--- src/rtl/core/egd_pkg.sv ---
// egd_pkg: shared types, constants and the per-bit decode step of the elias gamma decoder
// used by egd_front, egd_work_q, egd_back, egd_res_q and elias_gamma_decoder
// depends on nothing
`default_nettype none

package egd_pkg;

    // widest value the decoder builds; a longer prefix is reported as overflow
    localparam int VALUE_WIDTH = 32;
    localparam int CNT_W       = $clog2(VALUE_WIDTH + 1);
    localparam int OUT_VALUE_W = 32;
    localparam int BYTE_W      = 8;
    localparam int BIT_IDX_W   = $clog2(BYTE_W);

    // queue between front and back
    localparam int WQ_DEPTH = 2;
    localparam int WQ_PTR_W = (WQ_DEPTH > 1) ? $clog2(WQ_DEPTH) : 1;
    localparam int WQ_CNT_W = $clog2(WQ_DEPTH + 1);

    // result queue
    localparam int RQ_DEPTH = 4;
    localparam int RQ_PTR_W = (RQ_DEPTH > 1) ? $clog2(RQ_DEPTH) : 1;
    localparam int RQ_CNT_W = $clog2(RQ_DEPTH + 1);

    typedef enum logic [1:0] {
        ST_OK       = 2'd0,
        ST_TRUNC    = 2'd1,
        ST_OVERFLOW = 2'd2
    } egd_status_t;

    // what one bit does to the current code
    typedef enum logic [2:0] {
        EV_NONE,
        EV_ONE,
        EV_SUF_DONE,
        EV_SUF_TRUNC,
        EV_PFX_TRUNC,
        EV_ZERO_TRUNC,
        EV_OVERFLOW
    } egd_ev_t;

    typedef struct packed {
        logic [CNT_W-1:0] zero_count;
        logic             in_suffix;
        logic [CNT_W-1:0] bits_left;
    } egd_ctrl_t;

    localparam egd_ctrl_t CTRL_IDLE = '{zero_count: '0, in_suffix: 1'b0, bits_left: '0};

    typedef struct packed {
        egd_ctrl_t ctrl;
        egd_ev_t   ev;
    } egd_step_t;

    typedef struct packed {
        logic [BYTE_W-1:0] data_byte;
        logic              last_byte;
    } egd_in_t;

    typedef struct packed {
        logic [OUT_VALUE_W-1:0] value;
        egd_status_t            status;
        logic                   stream_done;
        logic                   last;
    } egd_out_t;

    // byte as classified by the front: which bit positions close a code
    typedef struct packed {
        logic [BYTE_W-1:0] data_byte;
        logic              last_byte;
        logic [BYTE_W-1:0] emit_mask;
    } egd_work_t;

    // control part of one decoded bit; the value path lives in the back
    function automatic egd_step_t egd_step(egd_ctrl_t c, logic b, logic endb);
        egd_step_t        r;
        logic [CNT_W-1:0] zc_inc;
        logic [CNT_W-1:0] left_dec;
        r        = '{ctrl: c, ev: EV_NONE};
        zc_inc   = CNT_W'(c.zero_count + 1'b1);
        left_dec = CNT_W'(c.bits_left - 1'b1);
        if (c.in_suffix) begin
            r.ctrl.bits_left = left_dec;
            if (left_dec == '0) begin
                r.ev   = EV_SUF_DONE;
                r.ctrl = CTRL_IDLE;
            end
            else if (endb) begin
                r.ev   = EV_SUF_TRUNC;
                r.ctrl = CTRL_IDLE;
            end
        end
        else if (b) begin
            if (c.zero_count == '0) begin
                r.ev   = EV_ONE;
                r.ctrl = CTRL_IDLE;
            end
            else if (endb) begin
                r.ev   = EV_PFX_TRUNC;
                r.ctrl = CTRL_IDLE;
            end
            else begin
                r.ctrl.in_suffix = 1'b1;
                r.ctrl.bits_left = c.zero_count;
            end
        end
        else begin
            r.ctrl.zero_count = zc_inc;
            if (zc_inc >= CNT_W'(VALUE_WIDTH)) begin
                r.ev   = EV_OVERFLOW;
                r.ctrl = CTRL_IDLE;
            end
            else if (endb) begin
                r.ev   = EV_ZERO_TRUNC;
                r.ctrl = CTRL_IDLE;
            end
        end
        return r;
    endfunction

endpackage

`default_nettype wire

--- src/rtl/core/elias_gamma_decoder.sv ---
// elias_gamma_decoder: top level, byte stream in, decoded gamma values out
// depends on egd_pkg, egd_front, egd_work_q, egd_back, egd_res_q
`default_nettype none

// elias gamma decoder over a byte stream, bits taken msb first. an item is one
// byte plus a last_byte mark; each code (n zeros, a one, then n bits) yields one
// result word with the value, a status (complete, truncated at stream end,
// prefix overflow), stream_done on the final word of a stream and last on the
// final word caused by a byte. the bit engine in the back handles one bit per
// cycle as long as results drain, and a byte can produce up to 8 words, one
// per cycle. the front classifies each byte in the cycle it is taken and parks
// it in a 2-entry queue, so push is taken while the back still works on earlier
// bytes; a 4-entry result queue lets the engine run while results wait. the
// engine stalls only when a bit closes a code and the result queue is full.
module elias_gamma_decoder (
    input  wire logic              clk,
    input  wire logic              rst_n,
    input  wire logic              push,
    output logic                   full,
    input  wire egd_pkg::egd_in_t  item,
    output logic                   empty,
    input  wire logic              pop,
    output egd_pkg::egd_out_t      result
);
    import egd_pkg::*;

    // front to queue
    logic      wq_push;
    egd_work_t wq_entry;
    logic      wq_full;

    // queue to back
    egd_work_t wq_head;
    logic      wq_empty;
    logic      wq_pop;

    // back to result queue
    logic      rq_push;
    egd_out_t  rq_entry;
    logic      rq_full;

    // classify bytes on the way in
    egd_front u_front (
        .clk      (clk),
        .rst_n    (rst_n),
        .push     (push),
        .full     (full),
        .item     (item),
        .wq_push  (wq_push),
        .wq_entry (wq_entry),
        .wq_full  (wq_full)
    );

    egd_work_q u_work_q (
        .clk     (clk),
        .rst_n   (rst_n),
        .wr_en   (wq_push),
        .wr_data (wq_entry),
        .full    (wq_full),
        .rd_en   (wq_pop),
        .rd_data (wq_head),
        .empty   (wq_empty)
    );

    // one bit per cycle unless the result queue is full, builds the values
    egd_back u_back (
        .clk      (clk),
        .rst_n    (rst_n),
        .wq_head  (wq_head),
        .wq_empty (wq_empty),
        .wq_pop   (wq_pop),
        .rq_push  (rq_push),
        .rq_entry (rq_entry),
        .rq_full  (rq_full)
    );

    // oldest word sits on result while empty is low
    egd_res_q u_res_q (
        .clk     (clk),
        .rst_n   (rst_n),
        .wr_en   (rq_push),
        .wr_data (rq_entry),
        .full    (rq_full),
        .rd_en   (pop),
        .rd_data (result),
        .empty   (empty)
    );

endmodule

`default_nettype wire

--- src/rtl/core/egd_front.sv ---
// egd_front: accepts input bytes and marks the bit positions that close a code
// depends on egd_pkg
`default_nettype none

module egd_front (
    input  wire logic              clk,
    input  wire logic              rst_n,
    input  wire logic              push,
    output logic                   full,
    input  wire egd_pkg::egd_in_t  item,
    output logic                   wq_push,
    output egd_pkg::egd_work_t     wq_entry,
    input  wire logic              wq_full
);
    import egd_pkg::*;

    egd_ctrl_t         ctrl_reg;
    egd_ctrl_t         ctrl_next;
    logic [BYTE_W-1:0] mask;

    // run the control path over the whole byte, msb first
    always_comb
    begin
        egd_ctrl_t c;
        egd_step_t s;
        c    = ctrl_reg;
        mask = '0;
        for (int i = BYTE_W - 1; i >= 0; i--)
        begin
            s       = egd_step(c, item.data_byte[i], item.last_byte && (i == 0));
            mask[i] = (s.ev != EV_NONE);
            c       = s.ctrl;
        end
        ctrl_next = c;
    end

    assign full     = wq_full;
    assign wq_push  = push && !wq_full;
    assign wq_entry = '{data_byte: item.data_byte, last_byte: item.last_byte, emit_mask: mask};

    always_ff @(posedge clk or negedge rst_n)
    begin
        if (!rst_n)
        begin
            ctrl_reg <= CTRL_IDLE;
        end
        else if (wq_push)
        begin
            ctrl_reg <= ctrl_next;
        end
    end

endmodule

`default_nettype wire

--- src/rtl/core/egd_work_q.sv ---
// egd_work_q: short queue of classified bytes between front and back
// depends on egd_pkg
`default_nettype none

module egd_work_q (
    input  wire logic               clk,
    input  wire logic               rst_n,
    input  wire logic               wr_en,
    input  wire egd_pkg::egd_work_t wr_data,
    output logic                    full,
    input  wire logic               rd_en,
    output egd_pkg::egd_work_t      rd_data,
    output logic                    empty
);
    import egd_pkg::*;

    egd_work_t           mem_reg [WQ_DEPTH];
    logic [WQ_PTR_W-1:0] wr_ptr_reg;
    logic [WQ_PTR_W-1:0] rd_ptr_reg;
    logic [WQ_CNT_W-1:0] cnt_reg;
    logic                do_wr;
    logic                do_rd;

    assign full    = (cnt_reg == WQ_CNT_W'(WQ_DEPTH));
    assign empty   = (cnt_reg == '0);
    assign do_wr   = wr_en && !full;
    assign do_rd   = rd_en && !empty;
    assign rd_data = mem_reg[rd_ptr_reg];

    function automatic logic [WQ_PTR_W-1:0] wq_inc(logic [WQ_PTR_W-1:0] p);
        return (p == WQ_PTR_W'(WQ_DEPTH - 1)) ? '0 : WQ_PTR_W'(p + 1'b1);
    endfunction

    always_ff @(posedge clk or negedge rst_n)
    begin
        if (!rst_n)
        begin
            wr_ptr_reg <= '0;
            rd_ptr_reg <= '0;
            cnt_reg    <= '0;
        end
        else
        begin
            if (do_wr)
            begin
                wr_ptr_reg <= wq_inc(wr_ptr_reg);
            end
            if (do_rd)
            begin
                rd_ptr_reg <= wq_inc(rd_ptr_reg);
            end
            if (do_wr && !do_rd)
            begin
                cnt_reg <= WQ_CNT_W'(cnt_reg + 1'b1);
            end
            else if (do_rd && !do_wr)
            begin
                cnt_reg <= WQ_CNT_W'(cnt_reg - 1'b1);
            end
        end
    end

    always_ff @(posedge clk)
    begin
        if (do_wr)
        begin
            mem_reg[wr_ptr_reg] <= wr_data;
        end
    end

    a_wq_cnt_bound: assert property (@(posedge clk) disable iff (!rst_n)
        cnt_reg <= WQ_CNT_W'(WQ_DEPTH))
        else $error("work queue count beyond depth");

endmodule

`default_nettype wire

--- src/rtl/core/egd_res_q.sv ---
// egd_res_q: result queue, the output side of the decoder
// depends on egd_pkg
`default_nettype none

module egd_res_q (
    input  wire logic              clk,
    input  wire logic              rst_n,
    input  wire logic              wr_en,
    input  wire egd_pkg::egd_out_t wr_data,
    output logic                   full,
    input  wire logic              rd_en,
    output egd_pkg::egd_out_t      rd_data,
    output logic                   empty
);
    import egd_pkg::*;

    egd_out_t            mem_reg [RQ_DEPTH];
    logic [RQ_PTR_W-1:0] wr_ptr_reg;
    logic [RQ_PTR_W-1:0] rd_ptr_reg;
    logic [RQ_CNT_W-1:0] cnt_reg;
    logic                do_wr;
    logic                do_rd;

    assign full    = (cnt_reg == RQ_CNT_W'(RQ_DEPTH));
    assign empty   = (cnt_reg == '0);
    assign do_wr   = wr_en && !full;
    assign do_rd   = rd_en && !empty;
    assign rd_data = mem_reg[rd_ptr_reg];

    function automatic logic [RQ_PTR_W-1:0] rq_inc(logic [RQ_PTR_W-1:0] p);
        return (p == RQ_PTR_W'(RQ_DEPTH - 1)) ? '0 : RQ_PTR_W'(p + 1'b1);
    endfunction

    always_ff @(posedge clk or negedge rst_n)
    begin
        if (!rst_n)
        begin
            wr_ptr_reg <= '0;
            rd_ptr_reg <= '0;
            cnt_reg    <= '0;
        end
        else
        begin
            if (do_wr)
            begin
                wr_ptr_reg <= rq_inc(wr_ptr_reg);
            end
            if (do_rd)
            begin
                rd_ptr_reg <= rq_inc(rd_ptr_reg);
            end
            if (do_wr && !do_rd)
            begin
                cnt_reg <= RQ_CNT_W'(cnt_reg + 1'b1);
            end
            else if (do_rd && !do_wr)
            begin
                cnt_reg <= RQ_CNT_W'(cnt_reg - 1'b1);
            end
        end
    end

    always_ff @(posedge clk)
    begin
        if (do_wr)
        begin
            mem_reg[wr_ptr_reg] <= wr_data;
        end
    end

    a_rq_cnt_bound: assert property (@(posedge clk) disable iff (!rst_n)
        cnt_reg <= RQ_CNT_W'(RQ_DEPTH))
        else $error("result queue count beyond depth");

endmodule

`default_nettype wire

--- src/rtl/core/egd_back.sv ---
// egd_back: bit engine, decodes one bit of the head byte per cycle while the result queue has room, and builds values
// depends on egd_pkg
`default_nettype none

module egd_back (
    input  wire logic               clk,
    input  wire logic               rst_n,
    input  wire egd_pkg::egd_work_t wq_head,
    input  wire logic               wq_empty,
    output logic                    wq_pop,
    output logic                    rq_push,
    output egd_pkg::egd_out_t       rq_entry,
    input  wire logic               rq_full
);
    import egd_pkg::*;

    egd_ctrl_t              ctrl_reg;
    egd_ctrl_t              ctrl_next;
    logic [BIT_IDX_W-1:0]   idx_reg;
    logic [BIT_IDX_W-1:0]   idx_next;
    logic [VALUE_WIDTH-1:0] acc_reg;
    logic [VALUE_WIDTH-1:0] acc_next;

    logic                   cur_bit;
    logic                   endb;
    egd_step_t              step;
    logic                   emit;
    logic                   advance;
    logic [VALUE_WIDTH-1:0] acc_shift;
    logic [CNT_W-1:0]       zc_inc;
    logic [CNT_W-1:0]       left_dec;
    logic [VALUE_WIDTH-1:0] val;
    egd_status_t            status;
    logic [BYTE_W-1:0]      below_mask;

    assign cur_bit   = wq_head.data_byte[idx_reg];
    assign endb      = wq_head.last_byte && (idx_reg == '0);
    assign step      = egd_step(ctrl_reg, cur_bit, endb);
    assign emit      = (step.ev != EV_NONE);
    assign advance   = !wq_empty && (!emit || !rq_full);
    assign acc_shift = {acc_reg[VALUE_WIDTH-2:0], cur_bit};
    assign zc_inc    = CNT_W'(ctrl_reg.zero_count + 1'b1);
    assign left_dec  = CNT_W'(ctrl_reg.bits_left - 1'b1);

    always_comb
    begin
        val    = '0;
        status = ST_OK;
        unique case (step.ev)
            EV_NONE:       val = '0;
            EV_ONE:        val = VALUE_WIDTH'(1);
            EV_SUF_DONE:   val = acc_shift;
            EV_SUF_TRUNC:
            begin
                val    = acc_shift << left_dec;
                status = ST_TRUNC;
            end
            EV_PFX_TRUNC:
            begin
                val    = VALUE_WIDTH'(1) << ctrl_reg.zero_count;
                status = ST_TRUNC;
            end
            EV_ZERO_TRUNC:
            begin
                val    = VALUE_WIDTH'(1) << zc_inc;
                status = ST_TRUNC;
            end
            EV_OVERFLOW:
            begin
                val    = '0;
                status = ST_OVERFLOW;
            end
            default:       val = '0;
        endcase
    end

    // last result of the byte when no lower bit position closes a code
    assign below_mask = BYTE_W'((BYTE_W'(1) << idx_reg) - 1'b1);

    assign rq_push  = advance && emit;
    assign rq_entry = '{value:       OUT_VALUE_W'(val),
                        status:      status,
                        stream_done: endb,
                        last:        !(|(wq_head.emit_mask & below_mask))};
    assign wq_pop   = advance && (idx_reg == '0);

    assign ctrl_next = advance ? step.ctrl : ctrl_reg;
    assign idx_next  = advance ? BIT_IDX_W'(idx_reg - 1'b1) : idx_reg;
    assign acc_next  = !advance ? acc_reg
                     : ctrl_reg.in_suffix ? acc_shift : VALUE_WIDTH'(1);

    always_ff @(posedge clk or negedge rst_n)
    begin
        if (!rst_n)
        begin
            ctrl_reg <= CTRL_IDLE;
            idx_reg  <= BIT_IDX_W'(BYTE_W - 1);
        end
        else
        begin
            ctrl_reg <= ctrl_next;
            idx_reg  <= idx_next;
        end
    end

    always_ff @(posedge clk)
    begin
        acc_reg <= acc_next;
    end

    // front and back must agree on where codes close
    a_mask_agrees: assert property (@(posedge clk) disable iff (!rst_n)
        !wq_empty |-> (emit == wq_head.emit_mask[idx_reg]))
        else $error("back decode disagrees with front classification");

    a_stream_end_emits: assert property (@(posedge clk) disable iff (!rst_n)
        (!wq_empty && endb) |-> emit)
        else $error("final bit of stream gave no result");

    a_stream_end_idle: assert property (@(posedge clk) disable iff (!rst_n)
        (advance && endb) |=> (ctrl_reg == CTRL_IDLE && idx_reg == BIT_IDX_W'(BYTE_W - 1)))
        else $error("decoder not restarted after stream end");

endmodule

`default_nettype wire

--- config.mk ---
export PLATFORM = sky130hd
export DESIGN_NAME = elias_gamma_decoder
export DESIGN_NICKNAME = d
export VERILOG_FILES = /design/src/rtl/core/egd_pkg.sv /design/src/rtl/core/elias_gamma_decoder.sv /design/src/rtl/core/egd_front.sv /design/src/rtl/core/egd_work_q.sv /design/src/rtl/core/egd_res_q.sv /design/src/rtl/core/egd_back.sv
export SDC_FILE = /design/constraint.sdc
export NUM_CORES = 1
export LEC_CHECK = 0
export BUFFER_PORTS_ARGS = -buffer_cell sky130_fd_sc_hd__buf_2
export CORE_ASPECT_RATIO = 1.4
export CORE_MARGIN = 3
export CORE_UTILIZATION = 40
export DETAILED_ROUTE_END_ITERATION = 10
export PLACE_DENSITY = 0.6
export SETUP_SLACK_MARGIN = 0.15
export SYNTH_ARGS = -nofsm -noshare
export SYNTH_HDL_FRONTEND = slang
export SYNTH_SLANG_ARGS = --single-unit
--- constraint.sdc ---
create_clock -name clk -period 29.9 [get_ports clk]
set_clock_uncertainty 0.05 [all_clocks]
set_input_delay 5.98 -clock clk [delete_from_list [all_inputs] [get_ports clk]]
set_output_delay 5.98 -clock clk [all_outputs]
set_load 0.05 [all_outputs]
==> impl_metrics.toml, run 1 <==
[run_status]
status = "completed"

[finish]
fillers = 4078
fin_area_mm2 = 0.0192
nets = 1801
area_growth_pct = 8.38
largest_register_ffs = 144
drive_gt1_share_pct = 15.9

[cts]
ctsHtreeMaxLevel = 1
clkTransAtPathRegs_ps = 70
clock_latency_ps = 530
cts_root_buffer = "clkbuf_16"
post_cts_resized = 0
clockBufferDepth = 3
cts_inserted_buffers = 22
clock-sinks = 249
cts_hold_buffers = 0
cts_tree = "done"
postCtsSetupBuffers = 0

[worst_setup_path]
max_stage_delay_ps = 710
critPathCaptureType = "flip-flop"
startpoint_type = "input port"
slowest_stage = "nor3_2"
path_max_fanout = 15
r2r-end = "u_front.ctrl_reg[11]"
r2r_setup_slack_ps = 16800
startpoint = "item[8]"
path_class = "input port to flip-flop"
cp.arrival_ps = 17620
critPathCapture = "u_front.ctrl_reg[11]"
reg2reg_depth = 50
worst_r2r_startpoint = "u_front.ctrl_reg[7]"
cp.required_ps = 30230

[timing]
slew_headroom_pct = 29.9
fin_ws_ps = 12610
finalHoldViolCount = 0
finalCriticalPeriod_ps = 17290
drv_slew = 0
setup_viol = 0
finalSetupTns_ps = 0
post-route-period-util_pct = 57.8
worstMarginPinSlew_ps = 1050
max_freq_mhz = 57.8
rsz0062_at_grt = "no"

[floorplanning]
die_w_um = 184
io_pins = 51
core_mm2 = 0.0434
rows = 90
die_area_mm2 = 0.0468
start_util_pct = 40.8
die_y_um = 255

[detailed_routing]
vias = 14300
dr.pass1.iters = 7
wire_per_inst_um = 22.1
via_per_inst = 6.20
routed_wl_mm = 51.0
drt_iter0_markers = 1060
antenna_left = 0
drc = 0

[synthesis]
synth_ff_type = "edfxtp_1"
synth_warnings = 0
synth_seq_cells = 249
synth_seq_area_share_pct = 41.2
yosys.cell_types.count = 130
ys_async_sr_fraction_pct = 16.1
synth_fp_nets = 1788
syn_avg_cell_area_um2 = 10.2
postSynthCellCount = 1725
synth_edf_count = 209
syn_area_mm2 = 0.0177

[placed_design]
pre_cts_ws_ps = 12240
port_buffers = 50
post_dp_cell_area_mm2 = 0.0185
gp_congestion = 0.969
hpwl_mm = 38.4

[grt]
grt_max_degree = 42
grt_pass1_wl_mm = 79.9
track_usage_pct = 21.3
overflow = 0
grt_pass1_vias = 14200
antenna_found_initial = 1

[min_path]
hp-class = "flip-flop to flip-flop"

[flow_run]
maxCapViolations = 0
[placed cells by master, fill, tap and decap left out, types with 18 or more instances in the layout]
master / count
nor3_1: 47
o21ai_0: 86
nor2b_1: 19
buf_4: 20
ha_1: 49
a211oi_1: 21
mux2i_1: 34
nand2_1: 170
and2_1: 52
dfrtp_1: 36
nand2b_1: 31
a21oi_1: 80
and3_1: 26
edfxtp_1: 209
o31ai_1: 18
a22oi_1: 24
o211ai_1: 21
clkbuf_16: 23
a31oi_1: 21
buf_2: 50
mux4_2: 56
xnor2_1: 33
nor2_1: 120
nand3_1: 48
inv_1: 62
[per-layer routing]
metal  up-vias  track usage, %  share of wire, %
met5         -               0                 0
met4         0            9.80               4.9
met3       150            1.77               4.0
met2       483            40.1                53
met1      6995            24.5                38
li1       6675               -                 -
[worst min-delay path by stage]
stage | start | endpoint | slack (ps) | depth (start not counted)
2_1_floorplan | u_work_q.wr_ptr_reg | u_work_q.wr_ptr_reg | 410 | 1
3_3_place_gp | u_work_q.wr_ptr_reg | u_work_q.wr_ptr_reg | 430 | 1
3_5_place_dp | u_work_q.wr_ptr_reg | u_work_q.wr_ptr_reg | 440 | 1
4_1_cts | u_work_q.wr_ptr_reg | u_work_q.wr_ptr_reg | 450 | 1
5_1_grt | u_work_q.wr_ptr_reg | u_work_q.wr_ptr_reg | 480 | 1
6_report | u_work_q.wr_ptr_reg | u_work_q.wr_ptr_reg | 460 | 1
[through the flow]
stage / util, % / hold slack (ps) / std cells
2_1_floorplan: - / 411 / 1725
3_3_place_gp: 42.6 / 432 / 2266
3_5_place_dp: 42.6 / 440 / 2266
4_1_cts: 44.2 / 455 / 2306
5_1_grt: 44.2 / 481 / 2306
6_report: 44.2 / 458 / 2307
[final cells by class]
class / instances / area [um2] / area share [%]
well taps: 552 / 691 / 3.61
multi-input cells: 1325 / 9820 / 51.3
inverters: 70 / 263 / 1.37
clock inverters: 11 / 96.3 / 0.503
diodes: 1 / 2.50 / 0.0131
flip-flops and latches: 249 / 7280 / 38.0
clock buffers: 29 / 598 / 3.12
repair buffers: 70 / 400 / 2.09
[kinds of logic (layout without fill, tap and decap cells)]
logic type / Yosys count / count (layout) / synth area share [%]
fa+ha+maj: 50 / 50 / 3.58
other cells: 0 / 1 / 0
simple gates: 651 / 651 / 19.7
buf+inv: 151 / 180 / 3.41
mux: 103 / 103 / 9.90
compound gates: 467 / 467 / 19.4
xor+xnor: 54 / 54 / 2.78
flops: 249 / 249 / 41.2
[cell usage after synthesis, types with 7 or more instances]
library cell | instances | area share [%]
a31o_2 | 10 | 0.50
ha_1 | 49 | 3.5
or2_2 | 14 | 0.50
edfxtp_1 | 209 | 36
nand3_1 | 48 | 1.4
xor2_1 | 18 | 0.89
a22oi_1 | 24 | 1.0
o31ai_1 | 18 | 0.76
nand4_1 | 16 | 0.57
o21a_1 | 10 | 0.42
or4_1 | 9 | 0.38
dfrtp_1 | 37 | 5.2
mux2i_1 | 34 | 1.9
buf_1 | 8 | 0.17
o21ai_1 | 8 | 0.23
a221oi_1 | 8 | 0.40
nor2_1 | 120 | 2.5
nand2b_1 | 31 | 1.1
a21oi_1 | 80 | 2.3
mux2_2 | 12 | 0.76
and3_1 | 26 | 0.92
o31a_1 | 10 | 0.50
o22ai_1 | 10 | 0.35
o221ai_1 | 10 | 0.50
o21ai_0 | 86 | 2.4
a31oi_1 | 21 | 0.74
nor3_1 | 47 | 1.3
a211oi_1 | 21 | 0.89
nand2_1 | 170 | 3.6
or3_1 | 17 | 0.60
o211ai_1 | 21 | 0.89
buf_2 | 10 | 0.28
clkbuf_1 | 59 | 1.3
mux4_2 | 56 | 7.1
nor3_2 | 7 | 0.40
nor3b_1 | 10 | 0.42
nor2b_1 | 20 | 0.71
and2_1 | 56 | 2.0
inv_1 | 62 | 1.3
a21o_1 | 15 | 0.64
xnor2_1 | 35 | 1.7
[critical path: cells and delay by family]
kind                       cells  cell delay (ps)
buffers and inverters          9              870
and+or+nand+nor               15             3790
xor gates and xnor gates       3              600
AOI/OAI and AO/OA             17             4840
adders and majority gates      7             1520
Power of run 1 is not shown: default switching activity piles up to over one toggle a cycle in this logic, so the estimate is an artifact.
==> run 2: changes to the inputs <==
--- a/config.mk
+++ b/config.mk
@@ -5,6 +5,7 @@
 export SDC_FILE = /design/constraint.sdc
 export NUM_CORES = 1
 export LEC_CHECK = 0
+export ABC_AREA = 1
 export BUFFER_PORTS_ARGS = -buffer_cell sky130_fd_sc_hd__buf_2
 export CORE_ASPECT_RATIO = 1.4
 export CORE_MARGIN = 3
==> constraint.sdc (replaced) <==
create_clock -name clk -period 16.1 [get_ports clk]
set_clock_uncertainty 0.05 [all_clocks]
set_input_delay 3.22 -clock clk [delete_from_list [all_inputs] [get_ports clk]]
set_output_delay 3.22 -clock clk [all_outputs]
set_load 0.05 [all_outputs]
==> run 2 against run 1 <==
- die area increased by 0.11%
- non-clock buffer count decreased by 2
- area after synthesis increased by 0.11%
- count of clock-buffer cells in the layout decreased by 2
- critical path depth increased by 12
- setup slack got worse by 8100 ps
- sequential cell count unchanged
- sequential share of layout area decreased by 0.074 points
- design area increased by 0.20%
- critical path type unchanged
==> impl_metrics.toml, run 2 <==
[run_status]
status = "completed"

[detailed_routing]
drt_iter0_markers = 935
antenna_left = 0
routed_wl_mm = 48.6
drc = 0
wire_per_inst_um = 16.9
dr.pass1.iters = 5
via_per_inst = 5.36
vias = 15400

[timing]
drv_slew = 0
worstMarginPinSlew_ps = 1190
post-route-period-util_pct = 71.8
rsz0062_at_grt = "no"
finalSetupTns_ps = 0
slew_headroom_pct = 20.8
whs_ps = 454
setup_viol = 0
max_freq_mhz = 86.5
finalCriticalPeriod_ps = 11570
finalHoldViolCount = 0

[worst_setup_path]
cp.required_ps = 16380
slowest_stage = "ha_1"
r2r_setup_slack_ps = 6520
reg2reg_depth = 67
path_max_fanout = 14
max_stage_delay_ps = 270
critPathCaptureType = "flip-flop"
cp.arrival_ps = 11840
worst_r2r_startpoint = "u_front.ctrl_reg[0]"
critPathMostFrequentCell = "nand2_1"
r2r-end = "u_work_q.mem_reg[0][0]"
startpoint_type = "input port"
path_class = "input port to flip-flop"

[synthesis]
yosys.area.top_type_share_pct = 35.5
netlist_top_cells_count = "561 x nand2_1, 258 x inv_1, 247 x nor2_1"
syn_avg_cell_area_um2 = 7.70
yosys.cell_types.count = 65
synth.most_common_cell = "nand2_1"
syn_area_mm2 = 0.0177
synth_seq_cells = 249
postSynthCellCount = 2297
synth_fp_nets = 2360
yosys-top-cells-area = "edfxtp_1 35%, nand2_1 12%, o21ai_0 5.5%"
synth_area_leader_cell = "edfxtp_1"
synth_warnings = 0
ys_async_sr_fraction_pct = 16.1
synth_seq_area_share_pct = 41.1
synth_edf_count = 209
synth_ff_type = "edfxtp_1"

[cts]
cts_tree = "done"
clock_latency_ps = 520
clockBufferDepth = 3
ctsHtreeMaxLevel = 1
clkTransAtPathRegs_ps = 60
cts_hold_buffers = 0
post_cts_resized = 0
cts_inserted_buffers = 23
postCtsSetupBuffers = 0
clock-sinks = 249
cts_root_buffer = "clkbuf_16"

[grt]
antenna_found_initial = 2
track_usage_pct = 20.2
grt_max_degree = 76
overflow = 0
grt_pass1_vias = 14700
grt_pass1_wl_mm = 76.8

[finish]
drive_gt1_share_pct = 13.8
final_common_cell = "nand2_1"
instances_no_fill = 2880
area_growth_pct = 8.46
nets = 2374
largest_register_ffs = 144
final_cell_mix = "561 x nand2_1, 258 x inv_1, 243 x nor2_1, 209 x edfxtp_1, 195 x o21ai_0"

[min_path]
worstHoldEndpoint = "u_back.ctrl_reg[12]"
hold_start = "u_back.ctrl_reg[12]"
hp-class = "flip-flop to flip-flop"
hold_depth = 2

[floorplanning]
start_util_pct = 40.8
core_mm2 = 0.0434
die_w_um = 184
die_y_um = 255
rows = 90
io_pins = 51
die_area_mm2 = 0.0468

[placed_design]
gp_congestion = 0.994
hpwl_mm = 36.8
port_buffers = 50
placed_cells = 2838

[flow_run]
maxCapViolations = 0
-- run 2: critical path: cells and delay by family --
family          cells  cell delay [ps]
fa+ha+maj           7             1560
buf+inv             6              650
compound gates      4              720
simple gates       44             5230
xor+xnor            2              430
-- run 2: worst max path at each step --
stage          startpoint                      to  slack (ps)
2_1_floorplan     item[8]  u_work_q.mem_reg[0][0]        5540
3_3_place_gp      item[8]  u_work_q.mem_reg[0][0]        4490
3_5_place_dp      item[8]  u_work_q.mem_reg[0][0]        4080
4_1_cts           item[8]  u_work_q.mem_reg[0][0]        4620
5_1_grt           item[8]  u_work_q.mem_reg[0][0]        3490
6_report          item[8]  u_work_q.mem_reg[0][0]        4530
-- run 2: metrics by stage --
| step | setup slack (ps) | cell area, um2 | utilization [%] |
|---|---|---|---|
| floorplan | 5540 | 17700 | - |
| global route | 3490 | 19200 | 44.3 |
| global placement | 4490 | 18400 | 42.5 |
| finish | 4530 | 19200 | 44.3 |
| detailed placement | 4080 | 18400 | 42.5 |
| CTS | 4620 | 19200 | 44.3 |
-- run 2: layer usage --
metal  routed length, um  share of wire, %  vias to the layer above  GRT usage [%]
met2               25700                53                      335           38.9
met4                1970               4.1                        0           8.88
li1                    -                 -                     7702              -
met5                   0                 0                        -              0
met1               19400                40                     7278           22.7
met3                1570               3.2                      108           1.55
-- run 2: cell families (layout without fill, tap and decap cells) --
| family | Yosys count | after routing | share of synthesized area (%) |
|---|---|---|---|
| compound gates | 409 | 409 | 13.4 |
| xor+xnor | 23 | 23 | 1.14 |
| fa+ha+maj | 50 | 50 | 3.58 |
| buf+inv | 387 | 417 | 8.67 |
| flops | 249 | 249 | 41.1 |
| mux | 20 | 20 | 1.16 |
| other cells | 0 | 1 | 0 |
| simple gates | 1159 | 1159 | 30.9 |
-- run 2: area by class of cell --
class	instances	area [um2]
fill	4384	24200
multi-input combinational	1661	8920
sequential	249	7280
inverter	308	1160
tap	552	691
clock buffer	27	591
timing repair buffer	68	385
clock inverter	14	160
antenna	1	2.50
Power of run 2 is left out for the same reason.
